==> src/design/bssp_pkg.sv <==
// Shared types, constants and helpers for the byte size string parser.
`default_nettype none
package bssp_pkg;

   localparam int unsigned CountWidth = 64;
   localparam int unsigned MatchWidth = 3;

   typedef struct packed {
      logic [7:0] character;
      logic       last_char;
   } req_type;

   typedef struct packed {
      logic [CountWidth-1:0] byte_size;
      logic                  status;
   } rsp_type;

   typedef enum logic [1:0] {
      PHASE_DIGITS  = 2'd0,
      PHASE_SUFFIX  = 2'd1,
      PHASE_INVALID = 2'd2
   } phase_type;

   typedef enum logic [1:0] {
      SUFFIX_NONE = 2'd0,
      SUFFIX_K    = 2'd1,
      SUFFIX_M    = 2'd2,
      SUFFIX_G    = 2'd3
   } suffix_type;

   localparam logic [MatchWidth-1:0] MatchFull   = 3'd3;
   localparam logic [MatchWidth-1:0] MatchBroken = 3'd7;

   localparam logic [7:0] CharZero  = 8'h30;
   localparam logic [7:0] CharNine  = 8'h39;
   localparam logic [7:0] CharUpA   = 8'h41;
   localparam logic [7:0] CharUpZ   = 8'h5a;
   localparam logic [7:0] CaseDelta = 8'h20;
   localparam logic [7:0] CharLowK  = 8'h6b;
   localparam logic [7:0] CharLowM  = 8'h6d;
   localparam logic [7:0] CharLowG  = 8'h67;

   localparam logic [CountWidth-1:0] AllOnes = '1;

   // Steering signals from the top level into the parse core.
   typedef struct packed {
      logic    step;
      req_type item;
   } core_ctl_type;

   function automatic logic [7:0] lower_byte(input logic [7:0] c);
      logic [7:0] r;
      r = c;
      if (c >= CharUpA && c <= CharUpZ) begin
         r = c + CaseDelta;
      end
      return r;
   endfunction

   // Characters of the word "max", by position.
   function automatic logic [7:0] max_char(input logic [1:0] idx);
      logic [7:0] r;
      case (idx)
         2'd0:    r = 8'h6d;
         2'd1:    r = 8'h61;
         2'd2:    r = 8'h78;
         default: r = 8'h00;
      endcase
      return r;
   endfunction

endpackage
`default_nettype wire

==> src/design/bssp_parse_core.sv <==
// Parse state and per-character update for the byte size string parser.
`default_nettype none
module bssp_parse_core (
   input  wire logic                  clock,
   input  wire logic                  reset,
   input  wire bssp_pkg::core_ctl_type ctl,
   output      bssp_pkg::rsp_type      result
);
   import bssp_pkg::*;

   logic [CountWidth-1:0] acc_ff,    acc_in;
   logic                  seen_ff,   seen_in;
   phase_type             phase_ff,  phase_in;
   suffix_type            suffix_ff, suffix_in;
   logic [MatchWidth-1:0] match_ff,  match_in;

   logic [7:0]            lc;
   logic                  is_digit;
   logic [3:0]            digit;
   logic [CountWidth+3:0] scaled;
   logic                  digit_ovf;

   assign lc       = lower_byte(ctl.item.character);
   assign is_digit = (ctl.item.character >= CharZero) && (ctl.item.character <= CharNine);
   assign digit    = ctl.item.character[3:0];
   assign scaled   = ({4'b0, acc_ff} << 3) + ({4'b0, acc_ff} << 1)
                   + {{CountWidth{1'b0}}, digit};
   assign digit_ovf = |scaled[CountWidth+3:CountWidth];

   // Next state for one character.
   always_comb begin
      acc_in    = acc_ff;
      seen_in   = seen_ff;
      phase_in  = phase_ff;
      suffix_in = suffix_ff;

      if (match_ff < MatchFull && lc == max_char(match_ff[1:0])) begin
         match_in = match_ff + 3'd1;
      end else begin
         match_in = MatchBroken;
      end

      case (phase_ff)
         PHASE_DIGITS: begin
            if (is_digit) begin
               if (digit_ovf) begin
                  phase_in = PHASE_INVALID;
               end else begin
                  acc_in  = scaled[CountWidth-1:0];
                  seen_in = 1'b1;
               end
            end else if (!seen_ff) begin
               phase_in = PHASE_INVALID;
            end else if (lc == CharLowK) begin
               suffix_in = SUFFIX_K;
               phase_in  = PHASE_SUFFIX;
            end else if (lc == CharLowM) begin
               suffix_in = SUFFIX_M;
               phase_in  = PHASE_SUFFIX;
            end else if (lc == CharLowG) begin
               suffix_in = SUFFIX_G;
               phase_in  = PHASE_SUFFIX;
            end else begin
               phase_in = PHASE_INVALID;
            end
         end
         default: phase_in = PHASE_INVALID;
      endcase
   end

   // Result from the updated state.
   always_comb begin
      logic              fits;
      logic [CountWidth-1:0] shifted;
      case (suffix_in)
         SUFFIX_NONE: begin
            fits    = 1'b1;
            shifted = acc_in;
         end
         SUFFIX_K: begin
            fits    = ~|acc_in[CountWidth-1:CountWidth-10];
            shifted = acc_in << 10;
         end
         SUFFIX_M: begin
            fits    = ~|acc_in[CountWidth-1:CountWidth-20];
            shifted = acc_in << 20;
         end
         default: begin
            fits    = ~|acc_in[CountWidth-1:CountWidth-30];
            shifted = acc_in << 30;
         end
      endcase

      result.byte_size = '0;
      result.status    = 1'b1;
      if (match_in == MatchFull) begin
         result.byte_size = AllOnes;
         result.status    = 1'b0;
      end else if (phase_in != PHASE_INVALID && seen_in && fits) begin
         result.byte_size = shifted;
         result.status    = 1'b0;
      end
   end

   always_ff @(posedge clock) begin
      if (reset) begin
         acc_ff    <= '0;
         seen_ff   <= 1'b0;
         phase_ff  <= PHASE_DIGITS;
         suffix_ff <= SUFFIX_NONE;
         match_ff  <= '0;
      end else if (ctl.step) begin
         if (ctl.item.last_char) begin
            // Drop everything at the end of a string.
            acc_ff    <= '0;
            seen_ff   <= 1'b0;
            phase_ff  <= PHASE_DIGITS;
            suffix_ff <= SUFFIX_NONE;
            match_ff  <= '0;
         end else begin
            acc_ff    <= acc_in;
            seen_ff   <= seen_in;
            phase_ff  <= phase_in;
            suffix_ff <= suffix_in;
            match_ff  <= match_in;
         end
      end
   end

endmodule
`default_nettype wire

==> src/design/byte_size_string_parser.sv <==
// Top level of the byte size string parser: input stage, parse core, result stage.
//
//   channel | direction | payload
//   req_    | in        | character, last_char  (bssp_pkg::req_type)
//   rsp_    | out       | byte_size, status     (bssp_pkg::rsp_type)
//
// One character per cycle while not stalled; results are registered in the result stage.
// The multiply-by-ten update of the parse state is combinational shifts and an add.
// Synchronous active-high reset clears both stages and the parse state.
// A stalled result holds; characters keep flowing until a final character meets a full result stage.
`default_nettype none
module byte_size_string_parser (
   input  wire logic              clock,
   input  wire logic              reset,
   input  wire logic              req_valid,
   output      logic              req_ready,
   input  wire bssp_pkg::req_type req_data,
   output      logic              rsp_valid,
   input  wire logic              rsp_ready,
   output      bssp_pkg::rsp_type rsp_data
);
   import bssp_pkg::*;

   logic         in_valid_ff, in_valid_in;
   req_type      in_data_ff;
   logic         rsp_valid_ff, rsp_valid_in;
   rsp_type      rsp_data_ff;
   logic         out_free;
   logic         step;
   logic         load_rsp;
   core_ctl_type ctl;
   rsp_type      result;

   assign out_free  = !rsp_valid_ff || rsp_ready;
   // Advance the held character unless it is final and the result stage is full.
   assign step      = in_valid_ff && (!in_data_ff.last_char || out_free);
   assign load_rsp  = step && in_data_ff.last_char;
   assign req_ready = !in_valid_ff || step;

   assign ctl.step = step;
   assign ctl.item = in_data_ff;

   bssp_parse_core u_core (
      .clock  (clock),
      .reset  (reset),
      .ctl    (ctl),
      .result (result)
   );

   always_comb begin
      in_valid_in = in_valid_ff;
      if (req_valid && req_ready) begin
         in_valid_in = 1'b1;
      end else if (step) begin
         in_valid_in = 1'b0;
      end

      rsp_valid_in = rsp_valid_ff;
      if (load_rsp) begin
         rsp_valid_in = 1'b1;
      end else if (rsp_ready) begin
         rsp_valid_in = 1'b0;
      end
   end

   always_ff @(posedge clock) begin
      if (reset) begin
         in_valid_ff  <= 1'b0;
         rsp_valid_ff <= 1'b0;
      end else begin
         in_valid_ff  <= in_valid_in;
         rsp_valid_ff <= rsp_valid_in;
      end
   end

   always_ff @(posedge clock) begin
      if (req_valid && req_ready) begin
         in_data_ff <= req_data;
      end
      if (load_rsp) begin
         rsp_data_ff <= result;
      end
   end

   assign rsp_valid = rsp_valid_ff;
   assign rsp_data  = rsp_data_ff;

   a_invalid_is_zero: assert property (@(posedge clock) disable iff (reset)
      rsp_valid && rsp_data.status |-> rsp_data.byte_size == '0)
      else $error("invalid result carries a non-zero size");

   a_stall_only_when_held: assert property (@(posedge clock) disable iff (reset)
      !req_ready |-> in_valid_ff && in_data_ff.last_char && !out_free)
      else $error("input stalled without a blocked final character");

   a_no_result_after_reset: assert property (@(posedge clock)
      $past(reset) && !reset |-> !rsp_valid)
      else $error("result valid straight after reset");

   a_result_follows_final: assert property (@(posedge clock) disable iff (reset)
      load_rsp |=> rsp_valid)
      else $error("final character did not produce a result");

endmodule
`default_nettype wire

==> config.mk <==
export PLATFORM = sky130hd
export DESIGN_NAME = byte_size_string_parser
export DESIGN_NICKNAME = d
export VERILOG_FILES = /design/src/design/bssp_pkg.sv /design/src/design/bssp_parse_core.sv /design/src/design/byte_size_string_parser.sv
export SDC_FILE = /design/constraint.sdc
export NUM_CORES = 1
export LEC_CHECK = 0
export ABC_AREA = 1
export BUFFER_PORTS_ARGS = -buffer_cell sky130_fd_sc_hd__clkbuf_2
export CAP_MARGIN = 25
export CORE_UTILIZATION = 35
export DETAILED_ROUTE_END_ITERATION = 6
export PLACE_DENSITY = 0.51
export SLEW_MARGIN = 20
export SYNTH_ARGS = -nofsm -noshare
export SYNTH_HDL_FRONTEND = slang
export SYNTH_SLANG_ARGS = --single-unit
export TNS_END_PERCENT = 30
==> constraint.sdc <==
create_clock -name clock -period 8.6 [get_ports clock]
set_clock_uncertainty 0.2 [all_clocks]
set_input_delay 1.29 -clock clock [delete_from_list [all_inputs] [get_ports clock]]
set_output_delay 1.29 -clock clock [all_outputs]
set_load 0.1 [all_outputs]
# After elaboration in Yosys (flattened, before gate mapping)
# Index checks and enable logic that the tools add are counted.
[totals]
output_inout_bits = 67
input_bits = 13
word_cells = 90
regBits = 148
[op_classes]
n_mux = 34
addsub = 4
eq_ne = 10
reduce_logical = 26
magnitude_cmp = 5
[ops]
columns = ["op", "count"]
rows = [
  ["64-bit two-way mux", 4],
  ["64-bit case mux with 3 select lines", 1],
  ["67-bit by 65-bit adder with 68-bit output", 1],
  ["68-bit by 4-bit adder with 68-bit output", 1],
  ["65-bit two-way mux", 1],
  ["2-bit two-way mux", 15],
  ["30-bit OR reduction", 1],
  ["8-bit by 7-bit == test with 1-bit output, second input constant", 3],
  ["7-bit case mux with 3 select lines", 1],
  ["20-bit OR reduction", 1],
  ["10-bit OR reduction", 1],
  ["8-bit by 6-bit adder with 8-bit output, second input constant", 1],
  ["8-bit by 7-bit == test with 1-bit output", 1],
  ["8-bit by 6-bit >= comparator with 1-bit output, second input constant", 1],
  ["8-bit by 7-bit >= comparator with 1-bit output, second input constant", 1],
  ["8-bit by 6-bit <= comparator with 1-bit output, second input constant", 1],
  ["8-bit by 7-bit <= comparator with 1-bit output, second input constant", 1],
  ["1-bit logical AND", 8],
  ["1-bit two-way mux", 8],
  ["8-bit two-way mux", 1],
  ["1-bit zero test", 6],
  ["2-bit zero test", 3],
  ["3-bit two-way mux", 2],
  ["2-bit by 1-bit == test with 1-bit output, second input constant", 2],
  ["other kinds (9)", 13],
]

# Depth between registers and ports, before layout
# Gate-level depths: netlist of run 1.
[depth]
word_depth = 14
ltp_mapped = 30

# Cells and area by module
# From an unflattened synthesis of run 1, not the netlist that was laid out.
[unflattened]
cells_unflattened = 2179
area_unflattened_um2 = 14226.1
[by_module_without_submodules]
columns = ["mod", "instances", "cells_per_inst", "seq_area_each_um2", "area_per_inst_um2"]
rows = [
  ["bssp_parse_core", 1, 2086, 1441.4, 11882.6],
  ["byte_size_string_parser", 1, 93, 2262.2, 2343.5],
]

# Worst setup path before layout of run 1
# No wires, ideal clock.
[synth_path]
kind = "reg2reg"
start = "reg in_data_ff, in the netlist ctl[4]"
end = "reg rsp_data_ff, in the netlist rsp_data[11] (data pin)"
arrival_ps = 3679
slack_ps = 4447
path_stages_with_launch = 28
cell_sequence = "edfxtp_1 > inv_2 > fa_1 > inv_1 > fa_1 > nand2_1 > nand2_1 > nand3_1 > nand2_2 > nand2_1 > nand2_2 > nand2_1 > nand2_2 > nand2_1 > nand2_1 > nand2_1 > nand2_1 > nor2_2 > nand3_4 > buf_2 > o21ai_0 > inv_1 > nand3_1 > o21ai_1 > nand4_1 > buf_6 > buf_6 > a21oi_2"
[synth_via]
elab_chain_len = 14
word_cells_on_any_way = 51
cone_classes = "add/sub: 2; order compare: 4; eq/ne: 8; mux: 24; reduce/logical: 13"
[synth_rtl]
columns = ["element", "line_no", "text"]
rows = [
  ["start: declaration", "byte_size_string_parser.sv:25", "req_type in_data_ff;"],
  ["start signal: assignment", "byte_size_string_parser.sv:78", "in_data_ff <= req_data;"],
  ["branches (longest 14 deep; another with 68-bit by 4-bit adder with 68-bit output)", "--", ""],
  ["end signal: assignment", "byte_size_string_parser.sv:81", "rsp_data_ff <= result;"],
  ["end: declaration", "byte_size_string_parser.sv:27", "rsp_type rsp_data_ff;"],
]
# Parallel ways; which one is timed is not known.
# A chain may end at the register's enable or synchronous reset.

# Worst setup path in the final report of run 1
[layout_path]
start = "reg in_data_ff, in the netlist ctl[4]"
end = "reg rsp_data_ff, in the netlist rsp_data[54] (data pin)"
# The elaborated chain is that of the path after synthesis.

==> results.md, run 1 <==
- Status: finished clean
- Io pins: 80
- Pin count of the biggest net entering global routing: 75
- Most instantiated library cell after synthesis: nand2_1
- Mapped Cells: 2130
- Critical path required time: 8670 ps
- CP most frequent cell: nand2_1
- Cell at the root of the clock tree: clkbuf_16
- Critical path data arrival time: 6240 ps
- Synthesis-to-layout area growth: 10.7%
- Max VDD drop: 0.0955 mV
- Post-synth EDFFs: 74
- Postcts setup bufs: 0
- Initial Utilization: 35.7%
- CTS tree: yes
- #FFs+latches synth: 148
- Fin. max-slew vios: 0
- Min Tclk post-route: 6170 ps
- 1st-iter DRT viols: 1061
- Placement Rows: 72
- Core area: 0.0388 mm²
- Final nets: 2329
- Layout fillers: 4241
- Vias post-DR: 14.2k
- I/O Buffers: 79
- GRT overflow: 0
- Final Setup Violations: 0
- WL final: 51400 µm
- Seq/Total Area, Yosys: 26.7%
- Die area: 0.0404 mm²
- Initial antenna violation count: 0
- Async SR Flop Fraction: 0%
- Antenna cells: 0
- H-tree depth: 4
- PD cells: 105 mW/mm²
- Finished Cell Area: 0.0154 mm²
- Unrepaired setup endpoints after global routing: no
- First-pass GRT wire length: 79400 µm
- Top FF cell, synth: edfxtp_1
- # hold bufs at CTS: 0
- DP HPWL: 41600 µm
- Multi-input logic area: 0.00884 mm²
- Top-area cell type share of the netlist area: 18.4%
- Least-Margin Pin Slew: 1110 ps
- Slowest cell on crit path: nand4_1
- Die W: 201 µm
- Synth top cells by count: nand2_1 (679), inv_1 (254), nor2_1 (178)
- CTS buffer count: 17
- Syn. warnings: 0
- Synth area leaders: nand2_1 (18%), edfxtp_1 (16%), ha_1 (12%)
- Final Hold Fails: 0
- Critical Path Source Type: flop
- Sequential cell area: 0.00370 mm²
- Worst-path fanout max: 53
- Placed cell areas: 0.0148 mm²
- Clock-pin transition on the worst setup and hold timing paths: 60 ps
- Tcrit/Tclk final: 71.8%
- Routability cong.: 0.960
- Clock Tree Buf Depth: 2
- Syn_nets: 2278
- Vias in the first global route: 13.5k
- Max cap viols: 0
- Hold crit path type: flop to flop
- Die Ht: 201 µm
- Drt pass-1 iters: 5
- DR WL/cell: 19.0 µm
- DRT antenna net count: 0
- DRC: 0
- Post-synth design cell area: 0.0139 mm²
- Mapped Avg Cell Area: 6.51 µm²
- Max-slew headroom: 25.5%
- Max incr delay on CP: 630 ps
- Hold_ws: 267 ps
- FMAX: 0.162 GHz
- Setup CP Type: flop to flop
- CTS sink cnt: 148
- Count of cell types in the netlist: 48
- Worst Setup End Kind: flop
- Global-route usage over all layers: 25.5%
- Setup TNS: 0 ps
- Via density: 5.25
- Clk_lat worst skew: 440 ps
- Area leader, netlist: nand2_1
- Leakage power: 7.05 nW
- Layout cells sized above 1: 10.5%
- Post-cts resize count: 0
layout by cell type, fill, tap and decap left out, drive strengths merged:
| cell type | n |
|---|---|
| a2111oi | 1 |
| a211o | 1 |
| a211oi | 18 |
| a21boi | 2 |
| a21o | 2 |
| a21oi | 191 |
| a221oi | 15 |
| a31o | 2 |
| a31oi | 5 |
| and2 | 4 |
| and3 | 3 |
| buf | 20 |
| bufinv | 3 |
| clkbuf | 97 |
| clkinv | 6 |
| clkinvlp | 3 |
| dfxtp | 74 |
| edfxtp | 74 |
| fa | 2 |
| ha | 133 |
| inv | 276 |
| nand2 | 690 |
| nand3 | 80 |
| nand3b | 4 |
| nand4 | 16 |
| nor2 | 189 |
| nor3 | 19 |
| nor3b | 1 |
| nor4 | 5 |
| o211ai | 7 |
| o21a | 1 |
| o21ai | 155 |
| o21bai | 14 |
| o221ai | 5 |
| o22ai | 24 |
| o31ai | 2 |
| or2 | 14 |
| xnor2 | 25 |
| xor2 | 11 |
critical path, delay by kind of cell, from the launching register on:
family,cells,cell delay [ps]
AO/OA/AOI/OAI,2,470
adder cells (fa/ha/maj),2,1010
buffers and inverters,5,1170
flip-flops,1,440
AND/OR/NAND/NOR,20,2670
logic make-up after synthesis:
| kind of cell | Yosys count | share of synthesized area [%] |
|---|---|---|
| xor+xnor | 36 | 2.27 |
| fa+ha+maj | 135 | 12.3 |
| flops | 148 | 26.7 |
| simple gates | 1025 | 30.3 |
| compound gates | 445 | 18.7 |
| buf+inv | 341 | 9.78 |
cell type report:
cell class / count / area share (%)
repair buffers: 99 / 3.62
well taps: 518 / 4.22
multi-input cells: 1641 / 57.5
inverters: 274 / 6.70
clock inverters: 14 / 1.03
flip-flops and latches: 148 / 24.1
clock buffers: 18 / 2.79
worst paths after layout:
kind,from,endpoint,slack [ps],cells after the start
max reg2reg,ctl[4],rsp_data[54],2430,29
max,ctl[4],rsp_data[54],2430,29
min reg2reg,u_core.suffix_ff[0],u_core.suffix_ff[0],270,2
min,u_core.suffix_ff[0],u_core.suffix_ff[0],270,2
metrics by stage:
| step | cells | util, % | total power [mW] | setup slack [ps] |
|---|---|---|---|---|
| after CTS | 2712 | 39.6 | 1.62 | 2500 |
| final | 2712 | 39.6 | 1.61 | 2430 |
| after global placement | 2679 | 38.0 | 0.857 | 2700 |
| after global routing | 2712 | 39.6 | 1.66 | 1960 |
| after floorplan | 2130 | - | 0.833 | 4450 |
| after detailed placement | 2680 | 38.0 | 0.857 | 2530 |
registers in the layout (all words and copies together) (netlist names):
register and flops:
in_valid_ff 1, u_core.acc_ff 64, rsp_data 65, ctl 9, rsp_valid 1, u_core.phase_ff 2, u_core.match_ff 3, u_core.seen_ff 1
u_core.suffix_ff 2
metal layers:
metal / up-vias / share of wire (%) / track usage (%)
met5: - / 0 / 0
li1: 7123 / - / -
met2: 447 / 44 / 40.0
met3: 84 / 5.7 / 3.14
met1: 6581 / 47 / 35.4
met4: 0 / 3.6 / 10.1
power by group:
part           internal, mW  switching [mW]  total [mW]
logic                0.0166          0.0732      0.0898
clock network         0.454           0.314       0.768
registers             0.745         0.00676       0.752
Note: power is estimated with default switching activity, not from simulation.
==> run 2: changes to the inputs <==
Clock period 8.6 ns to 6.4 ns, I/O delays scaled along.
==> results.md, run 2 (synthesized netlist as in run 1, its figures left out) <==
- Status: finished clean
- GRT overflow: 0
- Critical Path Source Type: flop
- Placement Rows: 72
- Least-Margin Pin Slew: 1130 ps
- Tcrit/Tclk final: 89.0%
- I/O Buffers: 79
- Layout cells sized above 1: 10.8%
- Final Setup Violations: 0
- Core Util, Final: 39.7%
- R2R Setup Slk: 700 ps
- Max VDD drop: 0.124 mV
- DP Cell Count: 2686
- Max reg flops: 65
- Initial antenna violation count: 0
- Hold depth: 2
- Vias in the first global route: 13.6k
- Worst Setup EP: rsp_data[2]
- Critical Path Start: ctl[4]
- CP top delay family: simple AND/OR/NAND/NOR gates
- DRC: 0
- Core area: 0.0388 mm²
- Max-slew headroom: 23.9%
- FMAX: 0.176 GHz
- Max cap viols: 0
- CTS tree: yes
- Clk_lat worst skew: 450 ps
- WL final: 52600 µm
- DRT antenna net count: 0
- Setup CP Type: flop to flop
- Reg2Reg Depth: 27
- Synthesis-to-layout area growth: 11.0%
- Critical path required time: 6350 ps
- Final nets: 2336
- Most frequent cells in the layout: nand2_1 (678), inv_1 (253), nor2_1 (177)
- CTS sink cnt: 148
- Io pins: 80
- Leakage power: 7.09 nW
- CTS buffer count: 17
- Min Tclk post-route: 5700 ps
- Global-route usage over all layers: 26.2%
- Antenna cells: 0
- Critical path depth: 27
- Via density: 5.29
- Max incr delay on CP: 610 ps
- Drt pass-1 iters: 6
- Routability cong.: 0.961
- Postcts setup bufs: 0
- Die W: 201 µm
- # hold bufs at CTS: 0
- CP most frequent cell: nand2_1
- Placed cell areas: 0.0148 mm²
- Die Ht: 201 µm
- DR WL/cell: 19.3 µm
- Critical path data arrival time: 5650 ps
- DP HPWL: 42400 µm
- Post-cts resize count: 0
- Unrepaired setup endpoints after global routing: no
- Setup TNS: 0 ps
- Finished Layout Cells: 2719
- Reg2reg start: ctl[4]
- Finished Cell Area: 0.0154 mm²
- Vias post-DR: 14.4k
- Pin count of the biggest net entering global routing: 75
- Fin. max-slew vios: 0
- Clock Tree Buf Depth: 2
- Slowest cell on crit path: buf_4
- Worst Setup End Kind: flop
- Clock-pin transition on the worst setup and hold timing paths: 60 ps
- Buffers & Inverters on Critical Path: 3
- Die area: 0.0404 mm²
- PD cells: 139 mW/mm²
- Most common cell after layout, fill and taps aside: nand2_1
- Initial Utilization: 35.7%
- 1st-iter DRT viols: 1231
- Final Hold Fails: 0
- Worst-path fanout max: 65
- Hold crit path type: flop to flop
- Worst r2r dst: rsp_data[2]
- H-tree depth: 4
- First-pass GRT wire length: 80700 µm
- Cell at the root of the clock tree: clkbuf_16
==> run 2: cell count changes in the layout (fill, tap and decap cells not counted), moves of 2 or more <==
cell	previous run	this run
clkinv_1	2	0
clkinvlp_4	2	0
bufinv_16	3	1
clkbuf_1	1	3
buf_4	18	26
clkbuf_8	0	4
==> run 2: how the worst min path moves through the flow <==
| stage | startpoint | endpoint | slack (ps) |
|---|---|---|---|
| after floorplan | u_core.suffix_ff[0] | u_core.suffix_ff[0] | 250 |
| after global placement | u_core.suffix_ff[0] | u_core.suffix_ff[0] | 260 |
| after detailed placement | u_core.suffix_ff[0] | u_core.suffix_ff[0] | 260 |
| after CTS | u_core.suffix_ff[0] | u_core.suffix_ff[0] | 270 |
| after global routing | u_core.suffix_ff[0] | u_core.suffix_ff[0] | 300 |
| final | u_core.suffix_ff[0] | u_core.suffix_ff[0] | 260 |
==> run 2: area by class of cell <==
type,count,area (µm²)
Clock inverter,7,68.8
Sequential cell,148,3700
Clock buffer,25,517
Tap cell,518,648
Multi-Input combinational cell,1641,8840
Inverter,274,1030
Timing Repair Buffer,106,596
Fill cell,4229,23400
==> run 2: report_power, final <==
| part | switching, mW | internal, mW | leakage, nW |
|---|---|---|---|
| Sequential | 0.00922 | 1.00 | 1.37 |
| Clock | 0.411 | 0.600 | 0.293 |
| Combinational | 0.0991 | 0.0226 | 5.43 |
| Total | 0.519 | 1.62 | 7.09 |
==> run 2: through the flow <==
| step | setup slack (ps) | hold slack (ps) | power (mW) |
|---|---|---|---|
| 2_1_floorplan | 2250 | 245 | 1.12 |
| 3_3_place_gp | 900 | 256 | 1.15 |
| 3_5_place_dp | 794 | 257 | 1.15 |
| 4_1_cts | 777 | 266 | 2.16 |
| 5_1_grt | 270 | 297 | 2.21 |
| 6_report | 704 | 263 | 2.14 |
==> run 2: per-layer routing <==
layer | vias up | routed length (µm) | GRT usage, %
met5 | - | 0 | 0
met4 | 0 | 1510 | 9.19
met3 | 74 | 3080 | 3.21
met2 | 485 | 23100 | 41.0
met1 | 6661 | 24900 | 36.8
li1 | 7150 | - | -
==> run 2: worst min-delay path: cells and delay by family, from the launching register on <==
family / cells / cell delay [ps]
flip-flops: 1 / 310
AO/OA/AOI/OAI: 1 / 50
AND/OR/NAND/NOR: 1 / 60
==> run 3: changes to the inputs <==
Settings changed: CORE_MARGIN set to 3, CORE_UTILIZATION 35 to 47, PLACE_DENSITY 0.51 to 0.64.
==> results.md, run 3 (synthesized netlist as in run 1, its figures left out) <==
- Status: finished clean
- Die W: 178 µm
- Fin. max-slew vios: 0
- Final Hold Fails: 0
- Core area: 0.0289 mm²
- Clock-pin transition on the worst setup and hold timing paths: 60 ps
- Slowest cell on crit path: nand4_1
- Initial antenna violation count: 0
- Gr busiest metal: met2
- Vias in the first global route: 13.6k
- Post-cts resize count: 0
- Postcts setup bufs: 0
- Die Ht: 178 µm
- Most common cell after layout, fill and taps aside: nand2_1
- CTS buffer count: 17
- Max reg flops: 65
- Worst Setup End Kind: flop
- Max cap viols: 0
- CP most frequent cell: nand2_1
- Unrepaired setup endpoints after global routing: no
- Max VDD drop: 0.130 mV
- Hold crit path type: flop to flop
- Clock Tree Buf Depth: 2
- Die area: 0.0316 mm²
- Tcrit/Tclk final: 90.1%
- Met2 global-route usage: 46.7%
- Most frequent cells in the layout: nand2_1 (678), inv_1 (253), nor2_1 (177)
- Pre-CTS setup slack: 753 ps
- DP HPWL: 38700 µm
- DRT antenna net count: 0
- Met3 Use GR: 4.64%
- Initial Utilization: 47.9%
- Final Setup Violations: 0
- Layout cells sized above 1: 11.0%
- Critical path required time: 6460 ps
- Worst-path fanout max: 32
- Final nets: 2341
- R2R Setup Slk: 630 ps
- Pin count of the biggest net entering global routing: 75
- Global-route usage over all layers: 30.5%
- FMAX: 0.173 GHz
- Synthesis-to-layout area growth: 9.79%
- Via density: 5.66
- First-pass GRT wire length: 75200 µm
- Min Tclk post-route: 5770 ps
- Worst setup margin: 633 ps
- CTS tree: yes
- DR WL/cell: 18.6 µm
- # hold bufs at CTS: 0
- Setup TNS: 0 ps
- Max-slew headroom: 29.7%
- Least-Margin Pin Slew: 1040 ps
- Placement Rows: 62
- PD cells: 135 mW/mm²
- Clk_lat worst skew: 440 ps
- WL final: 48300 µm
- Critical path data arrival time: 5830 ps
- DRC: 0
- Leakage power: 7.08 nW
- I/O Buffers: 79
- CTS sink cnt: 148
- GRT overflow: 0
- Setup CP Type: flop to flop
- Drt pass-1 iters: 7
- Io pins: 80
- Cell at the root of the clock tree: clkbuf_16
- Met1 Track Usage GR: 43.7%
- Antenna cells: 0
- 1st-iter DRT viols: 1737
- Routability cong.: 1.07
- Max incr delay on CP: 580 ps
- Vias post-DR: 14.7k
- H-tree depth: 4
- Critical Path Source Type: flop
## run 3: cell count changes in the layout (fill, tap and decap cells not counted), sizes merged
cell	change
buf	+5
clkbuf	-7
clkinv	+2
clkinvlp	+6
inv	-1
## run 3: routing by layer
metal | wire (µm) | share of wire (%)
met5 | 0 | 0
met2 | 20200 | 42
met4 | 1610 | 3.3
met3 | 4180 | 8.7
met1 | 22200 | 46
## run 3: power by group
| part | internal, mW | leakage (nW) | switching (mW) |
|---|---|---|---|
| Combinational | 0.0224 | 5.46 | 0.0986 |
| Clock | 0.528 | 0.249 | 0.403 |
| Sequential | 1.00 | 1.37 | 0.00952 |
## run 3: worst paths after layout
kind,to,from,cells after the start
worst min register to register,u_core.suffix_ff[0],u_core.suffix_ff[0],2
worst min-delay path,u_core.suffix_ff[0],u_core.suffix_ff[0],2
worst max-delay path,rsp_data[1],ctl[4],29
worst max register to register,rsp_data[1],ctl[4],29
## run 3: cell type report
class                      count  area [µm²]
multi-input combinational   1641        8840
sequential                   148        3700
tap                          384         480
clock inverter                14         113
clock buffer                  18         429
timing repair buffer         111         641
inverter                     274        1030
fill                        2959       13700
## run 3: worst max-delay path, delay by kind of cell (launching register included)
family | cells | cell delay (ps)
fa+ha+maj | 2 | 1040
simple gates | 22 | 2720
buf+inv | 4 | 960
flops | 1 | 460
compound gates | 1 | 190
## run 3: through the flow
stage	utilization [%]	std cells	cell area [µm²]	hold WS [ps]	total power, mW
floorplan	-	2130	13900	245	1.12
global placement	50.7	2555	14700	258	1.15
detailed placement	50.7	2556	14700	260	1.15
CTS	52.6	2588	15200	270	2.07
global route	52.6	2590	15200	299	2.13
finish	52.6	2590	15200	268	2.06
